## config.mk

```make
export PLATFORM = sky130hd
export DESIGN_NAME = congruence_signature_table_top_flat
export DESIGN_NICKNAME = d
export VERILOG_FILES = /design/src/hw/rtl/cst_pkg.sv /design/src/hw/rtl/cst_stream_if.sv /design/src/hw/rtl/cst_ram.sv /design/src/hw/rtl/congruence_signature_table_top.sv /design/src/flat_wrapper.sv
export VERILOG_INCLUDE_DIRS = /design/src /design/src/hw/rtl
export SDC_FILE = /design/constraint.sdc
export NUM_CORES = 2
export LEC_CHECK = 0
export BUFFER_PORTS_ARGS = -buffer_cell sky130_fd_sc_hd__buf_2
export CORE_AREA = 2 2 616 618
export CTS_CLUSTER_DIAMETER = 30
export CTS_CLUSTER_SIZE = 12
export DETAILED_ROUTE_END_ITERATION = 8
export DIE_AREA = 0 0 618 620
export GPL_TIMING_DRIVEN = 0
export PLACE_DENSITY_LB_ADDON = 0.1
export SKIP_LAST_GASP = 1
export SLEW_MARGIN = 20
export SYNTH_ARGS = -nofsm -noshare
export SYNTH_HDL_FRONTEND = slang
export SYNTH_MEMORY_MAX_BITS = 65536
export SYNTH_SLANG_ARGS = --single-unit
```

## constraint.sdc

```tcl
create_clock -name clk_i -period 23.2 [get_ports clk_i]
set_clock_uncertainty 0.2 [all_clocks]
set_input_delay 3.48 -clock clk_i [delete_from_list [all_inputs] [get_ports clk_i]]
set_output_delay 3.48 -clock clk_i [all_outputs]
set_load 0.05 [all_outputs]
```

## src/hw/rtl/congruence_signature_table_top_macros.svh

```systemverilog
// assertion macros used by the signature table rtl
`ifndef CONGRUENCE_SIGNATURE_TABLE_TOP_MACROS_SVH
`define CONGRUENCE_SIGNATURE_TABLE_TOP_MACROS_SVH

`ifndef NO_ASSERTIONS
`define CST_ASSERT(lbl, prop, msg) \
  lbl: assert property (@(posedge clk_i) disable iff (!rst_ni) prop) else $error(msg);
`define CST_ASSERT_NEVER(lbl, prop, msg) \
  lbl: assert property (@(posedge clk_i) disable iff (!rst_ni) !(prop)) else $error(msg);
`else
`define CST_ASSERT(lbl, prop, msg)
`define CST_ASSERT_NEVER(lbl, prop, msg)
`endif

`endif

```

## src/hw/rtl/cst_pkg.sv

```systemverilog
package cst_pkg;

  localparam int unsigned TABLE_ENTRIES_DEF = 64;
  localparam int unsigned ID_BITS_DEF       = 16;
  localparam int unsigned TERM_BITS         = 16;

  localparam logic [1:0] CMD_ENTER  = 2'd0;
  localparam logic [1:0] CMD_REMOVE = 2'd1;
  localparam logic [1:0] CMD_QUERY  = 2'd2;

  localparam logic [1:0] ST_OK          = 2'd0;
  localparam logic [1:0] ST_NOT_FOUND   = 2'd1;
  localparam logic [1:0] ST_WRONG_ARITY = 2'd2;
  localparam logic [1:0] ST_FULL        = 2'd3;

  localparam logic [2:0] ARITY_ONE = 3'd1;
  localparam logic [2:0] ARITY_TWO = 3'd2;

  typedef struct packed {
    logic [1:0]  command;
    logic [2:0]  term_arity;
    logic [15:0] symbol_id;
    logic [15:0] first_class;
    logic [15:0] second_class;
    logic [15:0] term_ref;
  } cst_in_t;

  typedef struct packed {
    logic [1:0]  status;
    logic [15:0] found_term;
  } cst_out_t;

endpackage

```

## src/hw/rtl/cst_stream_if.sv

```systemverilog
interface cst_stream_if #(
  parameter type payload_t = logic
);
  logic     valid;
  logic     ready;
  payload_t payload;

  modport source (output valid, output payload, input ready);
  modport sink   (input valid, input payload, output ready);
endinterface

```

## src/hw/rtl/cst_ram.sv

```systemverilog
module cst_ram #(
  parameter int unsigned WIDTH = 8,
  parameter int unsigned DEPTH = 64
) (
  input  logic                     clk_i,
  input  logic                     we_i,
  input  logic [$clog2(DEPTH)-1:0] waddr_i,
  input  logic [WIDTH-1:0]         wdata_i,
  input  logic [$clog2(DEPTH)-1:0] raddr_i,
  output logic [WIDTH-1:0]         rdata_o
);
  logic [WIDTH-1:0] mem_q [DEPTH];

  always_ff @(posedge clk_i) begin
    if (we_i) begin
      mem_q[waddr_i] <= wdata_i;
    end
    rdata_o <= mem_q[raddr_i];
  end
endmodule

```

## src/hw/rtl/congruence_signature_table_top.sv

```systemverilog
// Signature table for congruence closure.
// in_i carries one command per transfer: enter, remove or query of a key made
// of the arity, the function symbol and the already resolved argument classes.
// out_o returns one result per command: a status and, for a query hit, the
// stored term.
// Each valid command scans every slot through one read port of the table RAM
// and one key comparator, then waits in the finish state until the output
// register is free; the next command is taken once its result is loaded.
// Commands with a wrong arity or the unused code skip the scan and go
// straight to the finish state.
// in_i.ready is high only while no command is in work.
// After reset the block clears the table, one slot a cycle, and takes no
// command meanwhile.
// The result sits in an output register: a stalled receiver does not block
// the next command, but a finished command waits until the register is free.
module congruence_signature_table_top #(
  parameter int unsigned TABLE_ENTRIES = cst_pkg::TABLE_ENTRIES_DEF,
  parameter int unsigned ID_BITS       = cst_pkg::ID_BITS_DEF
) (
  input  logic         clk_i,
  input  logic         rst_ni,
  cst_stream_if.sink   in_i,
  cst_stream_if.source out_o
);
  import cst_pkg::*;
  `include "congruence_signature_table_top_macros.svh"

  localparam int unsigned AW = $clog2(TABLE_ENTRIES);
  localparam int unsigned CW = $clog2(TABLE_ENTRIES + 1);
  localparam int unsigned KW = 1 + 3 * ID_BITS;
  localparam int unsigned RW = 1 + KW + TERM_BITS;

  typedef enum logic [3:0] {
    S_CLEAR = 4'b0001,
    S_IDLE  = 4'b0010,
    S_SCAN  = 4'b0100,
    S_DONE  = 4'b1000
  } state_e;

  function automatic logic [ID_BITS-1:0] id_fit(logic [15:0] v);
    logic [31:0] w;
    w = {16'b0, v};
    return w[ID_BITS-1:0];
  endfunction

  state_e state_q, state_d;
  logic [CW-1:0] ctr_q, ctr_d;
  logic          rd_pend_q, rd_pend_d;
  logic [AW-1:0] rd_idx_q, rd_idx_d;
  logic          hit_q, hit_d;
  logic          free_q, free_d;
  logic [AW-1:0] hit_idx_q, hit_idx_d;
  logic [AW-1:0] free_idx_q, free_idx_d;
  logic [TERM_BITS-1:0] hit_term_q, hit_term_d;
  logic [1:0]    cmd_q;
  logic [2:0]    arity_q;
  logic [KW-1:0] key_q;
  logic [TERM_BITS-1:0] term_q;
  logic          out_valid_q, out_valid_d;
  cst_out_t      out_q, out_d;

  logic          in_fire, issue, finish, arity_ok;
  logic          ram_we;
  logic [AW-1:0] ram_waddr, ram_raddr;
  logic [RW-1:0] ram_wdata, ram_rdata;
  logic          rd_valid;
  logic [KW-1:0] rd_key;
  logic [TERM_BITS-1:0] rd_term;
  logic          two_args;
  logic [KW-1:0] in_key;

  cst_ram #(.WIDTH(RW), .DEPTH(TABLE_ENTRIES)) u_ram (
    .clk_i  (clk_i),
    .we_i   (ram_we),
    .waddr_i(ram_waddr),
    .wdata_i(ram_wdata),
    .raddr_i(ram_raddr),
    .rdata_o(ram_rdata)
  );

  assign rd_valid = ram_rdata[RW-1];
  assign rd_key   = ram_rdata[TERM_BITS +: KW];
  assign rd_term  = ram_rdata[TERM_BITS-1:0];

  assign in_i.ready  = (state_q == S_IDLE);
  assign in_fire     = in_i.valid && in_i.ready;
  assign out_o.valid   = out_valid_q;
  assign out_o.payload = out_q;

  assign two_args = (in_i.payload.term_arity == ARITY_TWO);
  assign in_key = {two_args, id_fit(in_i.payload.symbol_id), id_fit(in_i.payload.first_class),
                   two_args ? id_fit(in_i.payload.second_class) : {ID_BITS{1'b0}}};

  assign arity_ok = (arity_q == ARITY_ONE) || (arity_q == ARITY_TWO);
  assign issue    = (state_q == S_SCAN) && (ctr_q < CW'(TABLE_ENTRIES));
  assign finish   = (state_q == S_DONE) && (!out_valid_q || out_o.ready);
  assign ram_raddr = ctr_q[AW-1:0];

  // status and table update of the finishing command, and the table clear after reset
  always_comb begin
    out_d     = '0;
    ram_we    = 1'b0;
    ram_waddr = ctr_q[AW-1:0];
    ram_wdata = '0;
    if (state_q == S_CLEAR) begin
      ram_we = 1'b1;
    end else if (!(cmd_q == CMD_ENTER || cmd_q == CMD_REMOVE || cmd_q == CMD_QUERY)) begin
      out_d.status = ST_OK;
    end else if (!arity_ok) begin
      out_d.status = ST_WRONG_ARITY;
    end else begin
      unique case (cmd_q)
        CMD_ENTER: begin
          if (!hit_q && !free_q) begin
            out_d.status = ST_FULL;
          end else begin
            out_d.status = ST_OK;
          end
          ram_we    = finish && !hit_q && free_q;
          ram_waddr = free_idx_q;
          ram_wdata = {1'b1, key_q, term_q};
        end
        CMD_REMOVE: begin
          out_d.status = hit_q ? ST_OK : ST_NOT_FOUND;
          ram_we    = finish && hit_q;
          ram_waddr = hit_idx_q;
          ram_wdata = {1'b0, key_q, term_q};
        end
        CMD_QUERY: begin
          out_d.status     = hit_q ? ST_OK : ST_NOT_FOUND;
          out_d.found_term = hit_q ? hit_term_q : '0;
        end
        default: begin
          out_d.status = ST_OK;
        end
      endcase
    end
  end

  always_comb begin
    state_d    = state_q;
    ctr_d      = ctr_q;
    rd_pend_d  = issue;
    rd_idx_d   = ctr_q[AW-1:0];
    hit_d      = hit_q;
    free_d     = free_q;
    hit_idx_d  = hit_idx_q;
    free_idx_d = free_idx_q;
    hit_term_d = hit_term_q;
    out_valid_d = out_valid_q;
    if (out_o.ready) begin
      out_valid_d = 1'b0;
    end
    unique case (state_q)
      S_CLEAR: begin
        ctr_d = ctr_q + CW'(1);
        if (ctr_q[AW-1:0] == AW'(TABLE_ENTRIES - 1)) begin
          state_d = S_IDLE;
        end
      end
      S_IDLE: begin
        ctr_d  = '0;
        hit_d  = 1'b0;
        free_d = 1'b0;
        if (in_fire) begin
          if ((in_i.payload.command == CMD_ENTER || in_i.payload.command == CMD_REMOVE ||
               in_i.payload.command == CMD_QUERY) &&
              (in_i.payload.term_arity == ARITY_ONE || two_args)) begin
            state_d = S_SCAN;
          end else begin
            state_d = S_DONE;
          end
        end
      end
      S_SCAN: begin
        if (issue) begin
          ctr_d = ctr_q + CW'(1);
        end
        if (rd_pend_q) begin
          if (rd_valid && (rd_key == key_q) && !hit_q) begin
            hit_d      = 1'b1;
            hit_idx_d  = rd_idx_q;
            hit_term_d = rd_term;
          end
          if (!rd_valid && !free_q) begin
            free_d     = 1'b1;
            free_idx_d = rd_idx_q;
          end
        end
        if (!issue) begin
          state_d = S_DONE;
        end
      end
      S_DONE: begin
        if (finish) begin
          out_valid_d = 1'b1;
          state_d     = S_IDLE;
        end
      end
      default: begin
        state_d = S_IDLE;
      end
    endcase
  end

  always_ff @(posedge clk_i or negedge rst_ni) begin
    if (!rst_ni) begin
      state_q     <= S_CLEAR;
      ctr_q       <= '0;
      rd_pend_q   <= 1'b0;
      hit_q       <= 1'b0;
      free_q      <= 1'b0;
      out_valid_q <= 1'b0;
    end else begin
      state_q     <= state_d;
      ctr_q       <= ctr_d;
      rd_pend_q   <= rd_pend_d;
      hit_q       <= hit_d;
      free_q      <= free_d;
      out_valid_q <= out_valid_d;
    end
  end

  always_ff @(posedge clk_i) begin
    rd_idx_q   <= rd_idx_d;
    hit_idx_q  <= hit_idx_d;
    free_idx_q <= free_idx_d;
    hit_term_q <= hit_term_d;
    if (in_fire) begin
      cmd_q   <= in_i.payload.command;
      arity_q <= in_i.payload.term_arity;
      key_q   <= in_key;
      term_q  <= in_i.payload.term_ref;
    end
    if (finish) begin
      out_q <= out_d;
    end
  end

  `CST_ASSERT(a_found_only_on_ok, out_valid_q |-> (out_q.status == ST_OK || out_q.found_term == '0), "found term without ok status")
  `CST_ASSERT_NEVER(a_no_write_in_scan, (state_q == S_SCAN) && ram_we, "table write during scan")
  `CST_ASSERT(a_ctr_bound, (state_q == S_SCAN) |-> (ctr_q <= CW'(TABLE_ENTRIES)), "scan counter overrun")
  `CST_ASSERT(a_result_loaded, finish |=> out_valid_q, "finished command left no result")
endmodule

```

## src/flat_wrapper.sv

```systemverilog
// flat-port wrapper written by rule: the top's interface ports become plain ports
module congruence_signature_table_top_flat import cst_pkg::*;
#(
  parameter int unsigned TABLE_ENTRIES = cst_pkg::TABLE_ENTRIES_DEF,
  parameter int unsigned ID_BITS       = cst_pkg::ID_BITS_DEF
)
  (clk_i, rst_ni, in_i_valid, in_i_payload, in_i_ready, out_o_valid, out_o_payload, out_o_ready);
  cst_stream_if #(.payload_t(cst_in_t)) in_i_i ();
  cst_stream_if #(.payload_t(cst_out_t)) out_o_i ();
  input  logic clk_i;
  input  logic rst_ni;
  input wire logic [$bits(in_i_i.valid)-1:0] in_i_valid;
  input wire logic [$bits(in_i_i.payload)-1:0] in_i_payload;
  output wire logic [$bits(in_i_i.ready)-1:0] in_i_ready;
  output wire logic [$bits(out_o_i.valid)-1:0] out_o_valid;
  output wire logic [$bits(out_o_i.payload)-1:0] out_o_payload;
  input wire logic [$bits(out_o_i.ready)-1:0] out_o_ready;
  assign in_i_i.valid = in_i_valid;
  assign in_i_i.payload = in_i_payload;
  assign in_i_ready = in_i_i.ready;
  assign out_o_valid = out_o_i.valid;
  assign out_o_payload = out_o_i.payload;
  assign out_o_i.ready = out_o_ready;
  congruence_signature_table_top #(.TABLE_ENTRIES(TABLE_ENTRIES), .ID_BITS(ID_BITS)) u_core (.clk_i(clk_i), .rst_ni(rst_ni), .in_i(in_i_i), .out_o(out_o_i));
endmodule
```

# --- Yosys cells after proc, flatten, opt, wreduce, memory -nomap -nowiden ---
# Memories as Yosys holds them, arrays and structs flattened. A register that Yosys moved wholly into a read port is not among the register bits.
# Cells that the tools add are included.
word_totals:
  regBits: 137
  mem_bits_rw: 4224
  output_inout_bits: 20
  wordCells: 118
  mem_count: 1
classes:
  add_sub_neg: 1
  n_lt_le_gt_ge: 1
  n_eq_ne: 22
  n_mux: 35
  bitwise_logic: 4
  reduce_logical: 36
mem_list:
  columns: ["memory", "depth", "word_bits", "read_ports", "rd_ports_with_merged_regs", "wr", "line", "source"]
  rows:
  - ["u_core.u_ram.mem_q", 64, 66, 1, 1, 1, "cst_ram.sv:12", "logic [WIDTH-1:0] mem_q [DEPTH];"]
ops:
  columns: ["op", "n"]
  rows:
  - ["66-bit 2-to-1 mux", 3]
  - ["66-bit one-hot mux with 2 select lines", 1]
  - ["49-bit == test", 1]
  - ["7-bit one-hot mux with 3 select lines", 1]
  - ["4-bit 2-to-1 mux", 5]
  - ["6-bit 2-to-1 mux", 3]
  - ["4-bit one-hot mux with 4 select lines", 1]
  - ["1-bit 2-to-1 mux", 13]
  - ["6-bit one-hot mux with 2 select lines", 1]
  - ["3-bit AND reduction", 4]
  - ["1-bit logical AND", 11]
  - ["2-bit != test, second input constant", 5]
  - ["7-bit by 1-bit adder with 7-bit output, second input constant", 1]
  - ["1-bit logical OR", 7]
  - ["7-bit less-than comparator, second input constant", 1]
  - ["7-bit 2-to-1 mux", 1]
  - ["3-bit by 1-bit == test with 1-bit output, second input constant", 2]
  - ["3-bit by 2-bit == test with 1-bit output, second input constant", 2]
  - ["6-bit == test, second input constant", 1]
  - ["2-bit by 1-bit != test with 1-bit output, second input constant", 3]
  - ["1-bit one-hot mux with 2 select lines", 3]
  - ["5-bit OR reduction", 1]
  - ["2-bit by 1-bit == test with 1-bit output, second input constant", 2]
  - ["2-bit == test, second input constant", 2]
  - ["15 further kinds", 24]

# --- Depth between registers and ports, before layout ---
depth:
  word_depth: 11
  depth_mapped: 10

# --- Cells and area by module ---
# A second synthesis with hierarchy kept.
hier_totals:
  cells_unflattened: 7262
  area_unflattened_um2: 166389.6
by_module_without_submodules:
  columns: ["mod", "n_inst", "cells_per_inst", "area_each_um2", "seq_area_each_um2"]
  rows:
  - ["cst_ram", 1, 6852, 160496.4, 128162.9]
  - ["congruence_signature_table_top", 1, 410, 5893.2, 3980.1]

# --- Worst setup path after synthesis ---
# No wires, ideal clock.
synth_path:
  path_kind: "input port to flip-flop"
  start: "input port out_o_ready"
  end: "memory u_core.u_ram.mem_q[13][0] (netlist name) (enable)"
  arrival_time_ps: 10744
  required_time_ps: 22347
  setup_slack_ps: 11603
  path_stages: 6
  n_path_buf: 1
  cell_sequence: "nand2b_1 -> nand2b_4 -> o41ai_4 -> nand3_2 -> buf_2 -> nor4_1"
synth_between:
  elab_chain_len: 10
  elab_cells_between_ends: 11
  cone_classes: "6 x mux; 5 x reduce/logical"
synth_rtl:
  columns: ["element", "line", "source"]
  rows:
  - ["from (decl)", "flat_wrapper.sv:17", "input wire logic [$bits(out_o_i.ready)-1:0] out_o_ready;"]
  - ["1-bit logical OR (*)", "congruence_signature_table_top.sv:96", "assign finish = (state_q == S_DONE) && (!out_valid_q || out_o.ready);"]
  - ["1-bit logical AND (*)", "congruence_signature_table_top.sv:96", null]
  - ["1-bit logical AND (2 in series)", "congruence_signature_table_top.sv:119", "ram_we = finish && !hit_q && free_q;"]
  - ["1-bit one-hot mux with 2 select lines (*)", "congruence_signature_table_top.sv:112", "unique case (cmd_q)"]
  - ["1-bit 2-to-1 mux (*)", "congruence_signature_table_top.sv:109", "end else if (!arity_ok) begin"]
  - ["1-bit 2-to-1 mux (*)", "congruence_signature_table_top.sv:107", "end else if (!(cmd_q == CMD_ENTER || cmd_q == CMD_REMOVE || cmd_q == CMD_QUERY)) begin"]
  - ["1-bit 2-to-1 mux (*)", "congruence_signature_table_top.sv:105", "if (state_q == S_CLEAR) begin"]
  - ["1-bit 2-to-1 mux (*)", "cst_ram.sv:15", "if (we_i) begin"]
  - ["1-bit 2-to-1 mux (not written as such) (*)", "cst_ram.sv:16", "mem_q[waddr_i] <= wdata_i;"]
  - ["to (decl)", "cst_ram.sv:12", null]
# Every way passes the cells marked *; elsewhere a longest branch is shown, timed or not.

# --- Worst setup path in the final report ---
layout_path:
  start: "input port out_o_ready"
  end: "memory u_core.u_ram.mem_q[17][65] (netlist name) (enable)"
# The elaborated chain is that of the path after synthesis.

==> results.toml <==
[logic_synthesis]
syn_nets = 7924
synth-seq-cells = 4427
synth_edf_count = 4340
synth_cells = 7846
synth_area_mm2 = 0.169
synth_flop_cell = "edfxtp_1"
avgSynthCellArea_um2 = 21.5
ys.warnings.count = 0
seq_area_frac_synth = 0.782
async_flop_share = 0.00339
yosysUniqueCellTypes = 66

[route]
wl_per_cell_um = 34.9
vias_per_cell = 5.90
first_pass_iters = 5
vias = 92100
drtAntennaViolNets = 0
routed_wl_mm = 544
drtIter0Drc = 11700
drc = 0

[critical_path]
start_kind = "input pin"
cp_max_fo = 10
r2r_slack_ps = 16630
crit_path_end_kind = "flip-flop"
critPathKind = "in2reg"
reg2reg_depth = 14
crit_path_end = "u_core.u_ram.mem_q[17][65]"
r2r_start = "u_core.ctr_q[0]"
required_ps = 23730
crit_arrival_ps = 7570
crit_start = "out_o_ready"
rr_endpoint = "u_core.u_ram.mem_q[17][65]"

[placement]
place_ws_ps = 15240
gp_congestion = 0.835
dp_cells = 13900
portBuffers = 92
dp_hpwl_mm = 394
placed_area_mm2 = 0.185

[sta]
setup_tns_ps = 0
setup_viol = 0
relSlewSlack = 0.164
tightest_slew_ps = 1250
slew_viol_final = 0
hold_ws_ps = 168
fin_crit_sh = 0.303
rsz0062_at_grt = "no"
hold_violations = 0
setup_ws_ps = 16160
finalCriticalPeriod_ps = 7040
fmax_mhz = 142

[floorplan]
die_y_um = 620
num_rows = 226
die_w_um = 618
coreArea_mm2 = 0.377
boundaryPins = 93
start_util = 0.448
dieArea_mm2 = 0.383

[global_routing]
top_usage_layer = "met2"
antenna_found_initial = 51
grt_util_met3 = 0.0608
grt.met1_usage = 0.382
grt_usage = 0.282
grt_overflow = 0
use_met2 = 0.449
grt_max_degree = 65
first_global_vias = 92900
grt_pass1_wl_mm = 741

[cells_and_area]
finalNetCount = 9820
finalCoreUtilization = 0.573
post_layout_nonfiller_instances = 15600
drive_above_1_share = 0.350
syn_to_final_growth_pct = 27.8
finalInstanceArea_mm2 = 0.216

[clock_tree]
ctsRootBufferMaster = "clkbuf_16"
cts_setup_buffers = 0
cts_tree = "done"
ctsHoldBuffers = 0
htreeDepth = 6
cts_resized = 0
clkLatencyLatePin_ps = 1090
cts_num_sinks = 4427
clkTransAtPathRegs_ps = 50
cts_buffers = 875
cts_max_path_buffers = 4

[power]
irDropWorstVdd_v = 0.0000856
leakagePower_nw = 73.6
p_per_area_mw_per_mm2 = 124
power_mw = 26.7

[run_status]
status = "complete, no violations"

[hold_path]
min_path_type = "reg2reg"

[run]
maxCapViolations = 0
metal layers:
layer | vias up | part of all wire | routed length [µm]
met4 | 8 | 0.039 | 21400
met3 | 844 | 0.088 | 47900
met2 | 4583 | 0.47 | 258000
met1 | 49300 | 0.40 | 217000
li1 | 37300 | - | -
met5 | - | 0.00035 | 193
cells in the mapped netlist, drive strengths merged, types with 2 or more instances:
library cell,number,share of area
nand2,273,0.0061
a221oi,134,0.0069
edfxtp,4340,0.77
nand4,75,0.0028
and2,38,0.0014
xor2,10,0.00052
or4,2,0.000089
o211ai,134,0.0060
o2bb2ai,2,0.00010
mux2i,726,0.043
mux2,65,0.0043
nand3,9,0.00030
nor2b,4,0.00015
xnor2,38,0.0020
clkbuf,259,0.0058
nor2,17,0.00039
a21o,4,0.00018
or2,5,0.00019
mux4,791,0.11
o311ai,2,0.00021
nand2b,4,0.00019
a21oi,74,0.0022
dfrtp,14,0.0021
a22oi,203,0.0090
o21ai,72,0.0022
ha,5,0.00037
a31oi,3,0.00011
and3,64,0.0024
nor3b,3,0.00013
dfxtp,72,0.0085
buf,209,0.0061
o22ai,8,0.00030
or3,2,0.000074
o31ai,2,0.00012
a22o,69,0.0036
nor4b,2,0.00014
nor3,13,0.00041
nor4,70,0.0041
inv,18,0.00040
kinds of logic (layout without fill, tap and decap cells):
group / Yosys count / in the layout / share of synthesized area
XOR/XNOR: 48 / 48 / 0.00249
adder cells (fa/ha/maj): 5 / 5 / 0.000370
buffers and inverters: 486 / 3160 / 0.0123
flip-flops: 4427 / 4427 / 0.782
other: 0 / 66 / 0
multiplexers: 1582 / 1582 / 0.153
AO/OA/AOI/OAI: 716 / 716 / 0.0315
AND/OR/NAND/NOR: 582 / 582 / 0.0189
critical path, stage by stage:
cell,delay (ps)
buf_2,240
nand2b_1,270
nand2b_4,160
o41ai_4,430
nand3_2,350
buf_2,390
nor4_2,700
buf_4,300
buf_2,180
buf_4,180
buf_2,200
buf_2,230
buf_4,210
buf_2,210
placed cells by master, fill, tap and decap left out, types with 131 or more instances in the layout:
master     count
mux2i_1      726
edfxtp_1    4340
buf_4        316
mux4_2       791
clkbuf_16    880
a22oi_1      203
a221oi_1     134
o211ai_1     131
buf_2        525
buf_6        235
bufinv_16    137
clkinv_2     131
clkbuf_1     332
nand2_1      273
report_power, final:
part	internal, mW	switching [mW]
clock network	8.54	4.30
registers	9.03	0.120
logic	1.81	2.93
total	19.4	7.35
sequential cells by signal, summed over array words and instances (netlist names), 2 cells and up:
register and flops:
u_core.arity_q 3, u_core.cmd_q 2, u_core.ctr_q 7, u_core.free_idx_q 6, u_core.hit_idx_q 6, u_core.hit_term_q 16, u_core.key_q 49, u_core.out_o.payload 18
u_core.rd_idx_q 6, u_core.state_q 4, u_core.term_q 16, u_core.u_ram.mem_q 4224, u_core.u_ram.rdata_o 66
area by class of cell:
cell class                 instances  area, µm²
antenna                           66        165
buffer                           468       2120
clock buffer                    1010      22700
clock inverter                   645       7990
fill                           28100     161000
inverter                          18       67.6
multi-input combinational       2933      35500
sequential                      4427     132000
tap                             5016       6280
timing repair buffer            1019       9100
how the worst min path moves through the flow:
stage                    start  slack, ps                  to  cells after the start
6_report       u_core.ctr_q[2]        170  u_core.rd_idx_q[2]                      0
5_1_grt        u_core.ctr_q[2]        170  u_core.rd_idx_q[2]                      0
4_1_cts        u_core.ctr_q[2]        160  u_core.rd_idx_q[2]                      0
3_5_place_dp   u_core.ctr_q[2]        150  u_core.rd_idx_q[2]                      0
3_3_place_gp   u_core.ctr_q[2]        160  u_core.rd_idx_q[2]                      0
2_1_floorplan  u_core.ctr_q[2]        140  u_core.rd_idx_q[2]                      0
Power figures use the tool's default switching activity.
